### src/design/pcc_pkg.sv
package pcc_pkg;

  localparam int DATA_WIDTH_DEF = 32;
  localparam int FRAC_BITS_DEF  = 16;

  // Configuration register indexes.
  localparam int CFG_IDX_W = 3;
  typedef logic [CFG_IDX_W-1:0] cfg_idx_t;

  localparam cfg_idx_t CFG_PROP_GAIN    = 3'd0;
  localparam cfg_idx_t CFG_INTEG_GAIN   = 3'd1;
  localparam cfg_idx_t CFG_DERIV_GAIN   = 3'd2;
  localparam cfg_idx_t CFG_INTEG_OFFSET = 3'd3;
  localparam cfg_idx_t CFG_INTEG_LIMIT  = 3'd4;
  localparam cfg_idx_t CFG_OUT_MAX      = 3'd5;
  localparam cfg_idx_t CFG_OUT_MIN      = 3'd6;

  // Integral limit after reset: 1.0 in Q16.16.
  localparam int INTEG_LIMIT_RST = 65536;

endpackage

### src/design/pcc_cfg_regs.sv
module pcc_cfg_regs #(
  parameter int DATA_WIDTH = pcc_pkg::DATA_WIDTH_DEF
) (
  input  logic                          clk_i,
  input  logic                          rst_ni,
  input  logic                          cfg_we_i,
  input  pcc_pkg::cfg_idx_t             cfg_idx_i,
  input  logic [DATA_WIDTH-1:0]         cfg_data_i,
  output logic signed [DATA_WIDTH-1:0]  prop_gain_o,
  output logic signed [DATA_WIDTH-1:0]  integ_gain_o,
  output logic signed [DATA_WIDTH-1:0]  deriv_gain_o,
  output logic signed [DATA_WIDTH-1:0]  integ_offset_o,
  output logic [DATA_WIDTH-2:0]         integ_limit_o,
  output logic signed [DATA_WIDTH-1:0]  out_max_o,
  output logic signed [DATA_WIDTH-1:0]  out_min_o
);

  localparam logic [DATA_WIDTH-2:0] LimitRst = (DATA_WIDTH-1)'(pcc_pkg::INTEG_LIMIT_RST);
  localparam logic [DATA_WIDTH-1:0] MaxRst   = {1'b0, {(DATA_WIDTH-1){1'b1}}};
  localparam logic [DATA_WIDTH-1:0] MinRst   = {1'b1, {(DATA_WIDTH-1){1'b0}}};

  logic [DATA_WIDTH-1:0] prop_gain_q, integ_gain_q, deriv_gain_q, integ_offset_q;
  logic [DATA_WIDTH-2:0] integ_limit_q;
  logic [DATA_WIDTH-1:0] out_max_q, out_min_q;

  always_ff @(posedge clk_i or negedge rst_ni) begin
    if (!rst_ni) begin
      prop_gain_q    <= '0;
      integ_gain_q   <= '0;
      deriv_gain_q   <= '0;
      integ_offset_q <= '0;
      integ_limit_q  <= LimitRst;
      out_max_q      <= MaxRst;
      out_min_q      <= MinRst;
    end else if (cfg_we_i) begin
      unique case (cfg_idx_i)
        pcc_pkg::CFG_PROP_GAIN:    prop_gain_q    <= cfg_data_i;
        pcc_pkg::CFG_INTEG_GAIN:   integ_gain_q   <= cfg_data_i;
        pcc_pkg::CFG_DERIV_GAIN:   deriv_gain_q   <= cfg_data_i;
        pcc_pkg::CFG_INTEG_OFFSET: integ_offset_q <= cfg_data_i;
        pcc_pkg::CFG_INTEG_LIMIT:  integ_limit_q  <= cfg_data_i[DATA_WIDTH-2:0];
        pcc_pkg::CFG_OUT_MAX:      out_max_q      <= cfg_data_i;
        pcc_pkg::CFG_OUT_MIN:      out_min_q      <= cfg_data_i;
        default: ;
      endcase
    end
  end

  assign prop_gain_o    = $signed(prop_gain_q);
  assign integ_gain_o   = $signed(integ_gain_q);
  assign deriv_gain_o   = $signed(deriv_gain_q);
  assign integ_offset_o = $signed(integ_offset_q);
  assign integ_limit_o  = integ_limit_q;
  assign out_max_o      = $signed(out_max_q);
  assign out_min_o      = $signed(out_min_q);

endmodule

### config.mk
export PLATFORM = sky130hd
export DESIGN_NAME = pcc_cfg_regs
export DESIGN_NICKNAME = d
export VERILOG_FILES = /design/src/design/pcc_pkg.sv /design/src/design/pcc_cfg_regs.sv
export SDC_FILE = /design/constraint.sdc
export NUM_CORES = 1
export LEC_CHECK = 0
export ABC_AREA = 1
export BUFFER_PORTS_ARGS = -buffer_cell sky130_fd_sc_hd__buf_2
export CAP_MARGIN = 40
export CORE_MARGIN = 4
export CORE_UTILIZATION = 51
export DETAILED_ROUTE_END_ITERATION = 10
export PLACE_DENSITY_LB_ADDON = 0.2
export SKIP_CTS_REPAIR_TIMING = 1
export SLEW_MARGIN = 20
export SYNTH_ARGS = -nofsm -noshare
export SYNTH_HDL_FRONTEND = slang
export SYNTH_SLANG_ARGS = --single-unit
export TNS_END_PERCENT = 10
### constraint.sdc
create_clock -name clk_i -period 1.48 [get_ports clk_i]
set_clock_uncertainty 0.05 [all_clocks]
set_input_delay 0.296 -clock clk_i [delete_from_list [all_inputs] [get_ports clk_i]]
set_output_delay 0.296 -clock clk_i [all_outputs]
set_load 0.005 [all_outputs]
# After elaboration in Yosys (flattened, before gate mapping)
# Index checks and enable logic that the tools add are counted.
# W data, S select, Z words.
[op_classes]
n_eq_ne = 6
n_reduce_logical = 8
[op_table]
columns = ["operator", "count"]
rows = [
  ["$reduce_and A2 Y1", 7],
  ["$eq A3 B3 Y1 const B", 3],
  ["$eq A3 B2 Y1 const B", 2],
  ["$eq A3 B1 Y1 const B", 1],
  ["$logic_not A3 Y1", 1],
]
[word_totals]
register_bits = 223
output_inout_bits = 223
word_cells = 21

# Longest topological paths before layout
# Gate-level depths: netlist of run 1.
[depth]
ltp_word = 2
depth_mapped = 6

# Least setup slack after synthesis of run 1
# No wires, ideal clock.
[synth_path]
path_type = "input port to flip-flop"
startpoint = "input port cfg_we_i"
endpoint = "register integ_gain_q[10], in the netlist integ_gain_o[10]"
t_arrival_ns = 0.980
t_required_ns = 1.365
path_slack_ns = 0.385
stages = 6
path_buffers = 2
path_cell_list = "inv_2 -> nor2_4 -> buf_2 -> buf_2 -> nand3_1 -> nand2_1"
[synth_between]
elab_chain_len = 1
[synth_rtl]
columns = ["element", "line_no", "rtl"]
rows = [
  ["start: declaration", "pcc_cfg_regs.sv:6", "input logic cfg_we_i,"],
  ["$reduce_and A2 Y1 (no source line)", "-", ""],
  ["end signal: assignment", "pcc_cfg_regs.sv:38", "pcc_pkg::CFG_INTEG_GAIN: integ_gain_q <= cfg_data_i;"],
  ["end: declaration", "pcc_cfg_regs.sv:22", "logic [DATA_WIDTH-1:0] prop_gain_q, integ_gain_q, deriv_gain_q, integ_offset_q;"],
]
# Every way passes these cells.
# A chain may end at the register's enable or synchronous reset.

# Worst setup path after layout of run 1
[layout_path]
startpoint = "register out_max_q[19], in the netlist out_max_o[19]"
endpoint = "output port out_max_o[19]"
[layout_rtl]
columns = ["element", "line_no", "rtl"]
rows = [
  ["start: declaration", "pcc_cfg_regs.sv:24", "logic [DATA_WIDTH-1:0] out_max_q, out_min_q;"],
  ["start signal: assignment", "pcc_cfg_regs.sv:33", "out_max_q <= MaxRst;"],
  ["start signal: assignment", "pcc_cfg_regs.sv:42", "pcc_pkg::CFG_OUT_MAX: out_max_q <= cfg_data_i;"],
  ["end: declaration", "pcc_cfg_regs.sv:14", "output logic signed [DATA_WIDTH-1:0] out_max_o,"],
]
# No word-level cell between the ends.

==> flow_summary.yaml, run 1 <==
die:
  core_um2: 16600
  initial_core_util_pct: 52.2
  rows: 47
  die_y_um: 138
  die-area_um2: 19100
  ios: 261
  dieWidth_um: 138
timing:
  fmax_mhz: 665
  setup_ws_ns: -0.0234
  hold_ws_ns: -0.000688
  fin_crit_ns: 1.50
  final_hold_viol_count: 1
  tightest_slew_ns: 0.438
  slew_headroom_pct: 70.8
  rsz0062_at_grt: "true"
  finalCritPeriodShare_pct: 102
  setup_viol_count_final: 30
  drv_slew: 0
worst_setup_path:
  crit_path_end_kind: "output pin"
  reg2reg_from: "out_max_o[23]$_DFFE_PN1P_"
  path_buf_inv: 1
  cp-start-kind: "flip-flop"
  cpPeakStageDelay_ns: 0.54
  crit_type: "reg -> out"
  cp_slowest_cell: "dfstp_2"
  cpLargestDelayFamily: "flip-flops"
  cp_max_fo: 2
  cp.arrival_ns: 1.16
  cp-startpoint: "out_max_o[19]$_DFFE_PN1P_"
  path_cells: "buf_2"
  crit_required_ns: 1.13
layout:
  drive_gt1_share_pct: 30.4
  layout_common_cells: "554 x nand2_1, 250 x buf_2, 190 x dfrtp_1"
  area_growth_pct: 31.2
  layout.nets: 1290
  layout_commonest_cell: "nand2_1"
  fin_area_um2: 11400
yosys:
  syn_avg_cell_area_um2: 8.90
  seq_area_frac_synth_pct: 64.9
  synth_top_family_by_area: "simple AND/OR/NAND/NOR gates"
  synthAdderAreaFrac_pct: 0
  synthCells: 973
  synth-simple-area-share_pct: 31.9
  ys_seq_elements: 223
  synthDistinctLibCells: 12
  synth.net_count: 1011
  synth_xor_area_share_pct: 0
  syn_area_um2: 8660
  synthMuxAreaShare_pct: 0
  synth_compound_area_share_pct: 0
  ys_warn_count: 0
global_routing:
  grt_use_total_pct: 27.2
  grt_pass1_vias: 7618
  grt_max_degree: 51
  grt_overflow: 0
  antenna_found_initial: 1
  grt_pass1_wl_um: 42200
route:
  ant_nets: 0
  drc_errors: 0
  vias: 7699
  viasPerCell: 5.16
  drtIter0Drc: 521
  wl_per_cell_um: 17.8
  first_pass_iters: 5
  wl_um: 26500
cts:
  cts_buffers: 24
  cts_max_path_buffers: 3
  tritoncts: "yes"
  htreeDepth: 1
  cts_root_buffer: "clkbuf_16"
  clock_sinks: 223
  path_clk_slew_ns: 0.06
  clkLatencyLatePin_ns: 0.51
place:
  gp_congestion: 0.851
  dpl_cell_area_um2: 10500
  detailed_place_hpwl_um: 18400
  portBuffers: 260
status:
  failed_checks: "hold timing, setup timing"
  status: "finished with violations"
pwr:
  p_per_area_nw_per_um2: 1490
  peakVddDrop_uv: 942
  leakagePower_uw: 0.00650
hold_path:
  min_from: "cfg_data_i[31]"
  hp-class: "in -> reg"
job:
  maxCapViolCount: 0
==> path summary, 6_finish.rpt <==
check | to | slack [ns] | cells past startpoint
worst min register to register | out_max_o[13]$_DFFE_PN1P_ | 0.41 | 2
min in group asynchronous | out_min_o[13]$_DFFE_PN0P_ | 0.26 | 2
worst min-delay path | out_min_o[31]$_DFFE_PN1P_ | -0.0007 | 3
max in group asynchronous | out_min_o[31]$_DFFE_PN1P_ | 0.52 | 3
worst max-delay path | out_max_o[19] | -0.02 | 1
worst max register to register | out_max_o[23]$_DFFE_PN1P_ | 0.70 | 2
==> state kept, by name, summed over array words and instances, names as in the netlist <==
register / count
out_min_o: 32
integ_gain_o: 32
out_max_o: 32
deriv_gain_o: 32
integ_offset_o: 32
prop_gain_o: 32
integ_limit_o: 31
==> logic make-up (layout without fill, tap and decap cells) <==
| group | Yosys count | count (layout) |
|---|---|---|
| buffers and inverters | 62 | 359 |
| DFF | 223 | 223 |
| and+or+nand+nor | 688 | 688 |
| other | 0 | 1 |
==> cell usage after synthesis <==
cell / number / share of area (%)
nor2_1: 4 / 0.17
dfstp_2: 33 / 10
clkbuf_1: 15 / 0.65
nor2_4: 2 / 0.26
nand3_1: 127 / 7.3
inv_2: 4 / 0.17
inv_1: 2 / 0.087
buf_2: 37 / 2.1
nand2_1: 554 / 24
dfrtp_1: 190 / 55
nor2_2: 1 / 0.072
buf_1: 4 / 0.17
==> layout make-up <==
type / count / area, µm²
Antenna cell: 1 / 2.50
Sequential cell: 223 / 5620
Multi-Input combinational cell: 688 / 2780
Clock buffer: 41 / 746
Fill cell: 1381 / 5230
Tap cell: 220 / 275
Clock inverter: 3 / 18.8
Inverter: 6 / 22.5
Timing Repair Buffer: 309 / 1890
==> metal layers <==
metal | vias to the layer above | global-route usage [%] | routed length [µm]
met5 | - | 0 | 0
met4 | 0 | 9.05 | 847
met3 | 57 | 6.98 | 2370
met2 | 348 | 43.2 | 12300
met1 | 3706 | 37.1 | 11000
li1 | 3588 | - | -
==> where the power goes <==
part | leakage [µW] | internal [µW] | switching (µW) | total [µW]
combinational | 0.00339 | 1410 | 1700 | 3120
sequential | 0.00274 | 7370 | 682 | 8050
clock | 0.000375 | 3410 | 2370 | 5780
total | 0.00650 | 12200 | 4760 | 17000
==> through the flow <==
step | cells | setup slack, ns | total power (µW) | setup TNS (ns) | utilization, %
after floorplan | 973 | 0.385 | 9210 | 0 | -
after global placement | 1445 | 0.123 | 11100 | 0 | 63.5
after detailed placement | 1445 | 0.0748 | 11200 | 0 | 63.5
after CTS | 1489 | -0.0425 | 17000 | -0.829 | 68.1
after global routing | 1491 | -0.0605 | 17800 | -1.42 | 68.5
final | 1491 | -0.0234 | 17000 | -0.302 | 68.5
No activity file was read; power rests on OpenSTA's default activity.
==> inputs of run 2 (changes only) <==
--- a/config.mk
+++ b/config.mk
@@ -8,6 +8,7 @@
 export ABC_AREA = 1
 export BUFFER_PORTS_ARGS = -buffer_cell sky130_fd_sc_hd__buf_2
 export CAP_MARGIN = 40
+export CORE_ASPECT_RATIO = 0.7
 export CORE_MARGIN = 4
 export CORE_UTILIZATION = 51
 export DETAILED_ROUTE_END_ITERATION = 10
==> run 2 against run 1 <==
  * The flow finishes with violations (setup timing)
  * Worst hold slack gained 0.033 ns
  * Non-clock buffer count down 6
  * Fmax rose by 1.4%
  * Total power is 0.70% higher
  * Via count fell by 0.60%
  * Count of clock-buffer cells in the layout is 11 lower
  * Critical endpoint is now out_max_o[11]
  * Sequential share of layout area is 0.11 points higher
  * Sequential power about the same
  * Die area is 0.17% higher
  * Clock power increased by 0.9%
  * Critical path depth unchanged
==> flow_summary.yaml, run 2 (same netlist as run 1, synthesis figures left out) <==
timing:
  tightest_slew_ns: 0.335
  slew_headroom_pct: 77.7
  setup_viol_count_final: 1
  setup_tns_ns: -0.00233
  final_hold_viol_count: 0
  drv_slew: 0
  fmax_mhz: 675
  finalCritPeriodShare_pct: 100
  setup_ws_ns: -0.00233
  fin_crit_ns: 1.48
  rsz0062_at_grt: "true"
layout:
  n_fill_cell: 1385
  fin_cells: 1482
  drive_gt1_share_pct: 29.9
  layout.nets: 1281
  layout_common_cells: "554 x nand2_1, 238 x buf_2, 190 x dfrtp_1"
  fin_area_um2: 11300
  seqCellArea_um2: 5620
  multiInputGateArea_um2: 2780
  layout_commonest_cell: "nand2_1"
  area_growth_pct: 30.9
  diodes: 0
worst_setup_path:
  crit_type: "reg -> out"
  cpLargestDelayFamily: "flip-flops"
  cp-start-kind: "flip-flop"
  cp.arrival_ns: 1.14
  cp_max_fo: 2
  path_buf_inv: 1
  path_cells: "buf_6"
  crit_path_end_kind: "output pin"
  cp_slowest_cell: "dfstp_2"
  crit_required_ns: 1.13
  cpPeakStageDelay_ns: 0.55
cts:
  htreeDepth: 1
  cts_buffers: 21
  path_clk_slew_ns: 0.07
  cts_root_buffer: "clkbuf_16"
  clkLatencyLatePin_ns: 0.48
  clock_sinks: 223
  tritoncts: "yes"
  cts_max_path_buffers: 3
route:
  wl_per_cell_um: 17.9
  ant_nets: 0
  vias: 7653
  first_pass_iters: 5
  drtIter0Drc: 643
  viasPerCell: 5.16
  wl_um: 26600
  drc_errors: 0
die:
  dieWidth_um: 164
  initial_core_util_pct: 52.5
  rows: 39
  die-area_um2: 19200
  die_y_um: 117
  ios: 261
  core_um2: 16500
global_routing:
  grt_pass1_vias: 7102
  antenna_found_initial: 0
  grt_overflow: 0
  grt_use_total_pct: 27.3
  grt_max_degree: 44
  grt_pass1_wl_um: 40600
status:
  status: "finished with violations"
  failed_checks: "setup timing"
place:
  gp_congestion: 0.821
  portBuffers: 260
  placedCellCount: 1444
  dpl_cell_area_um2: 10400
  detailed_place_hpwl_um: 18400
pwr:
  p_per_area_nw_per_um2: 1510
  peakVddDrop_uv: 895
  leakagePower_uw: 0.00646
hold_path:
  hp-class: "in -> reg"
job:
  maxCapViolCount: 0
run 2: tightest hold or removal path: cells and delay by family:
family / cells / cell delay (ns)
buf+inv: 1 / 0.15
simple gates: 2 / 0.11
run 2: final timing paths:
| kind | startpoint | end | slack [ns] | cells after the start |
|---|---|---|---|---|
| setup / recovery | out_max_o[11]$_DFFE_PN1P_ | out_max_o[11] | -0.002 | 1 |
| hold / removal | cfg_data_i[9] | out_max_o[9]$_DFFE_PN1P_ | 0.03 | 3 |
| setup reg to reg | out_max_o[10]$_DFFE_PN1P_ | out_max_o[10]$_DFFE_PN1P_ | 0.68 | 2 |
| hold reg to reg | prop_gain_o[11]$_DFFE_PN0P_ | prop_gain_o[11]$_DFFE_PN0P_ | 0.41 | 2 |
| max in group asynchronous | rst_ni | out_max_o[2]$_DFFE_PN1P_ | 0.58 | 3 |
| min in group asynchronous | rst_ni | integ_offset_o[29]$_DFFE_PN0P_ | 0.24 | 2 |
run 2: power by group:
group	switching, µW	internal (µW)	total (µW)
Clock	2230	3600	5830
Combinational	1710	1470	3180
Sequential	702	7370	8070
run 2: area by class of cell:
type	count	share of cell area, %
flip-flops and latches	223	49.6
well taps	225	2.48
repair buffers	303	16.6
multi-input cells	688	24.6
clock inverters	7	1.44
clock buffers	30	5.11
inverters	6	0.199
run 2: metal layers:
layer  vias up  global-route usage (%)  share of wire (%)  wire [µm]
met5         -                       0                  0          0
met2       331                    40.9                 44      11800
met3        41                    7.28                9.8       2590
li1       3565                       -                  -          -
met1      3716                    40.6                 44      11700
met4         0                    5.42                1.8        473
run 2: per-stage QoR:
stage | hold slack [ns] | total power, µW | worst slack [ns] | util [%]
after CTS | -0.362 | 17000 | -0.0276 | 67.9
final | 0.0324 | 17100 | -0.00233 | 68.7
after detailed placement | 0.147 | 11200 | 0.118 | 63.4
after global routing | 0.0488 | 18000 | -0.0336 | 68.7
after floorplan | -0.0496 | 9210 | 0.385 | -
after global placement | 0.149 | 11100 | 0.130 | 63.4
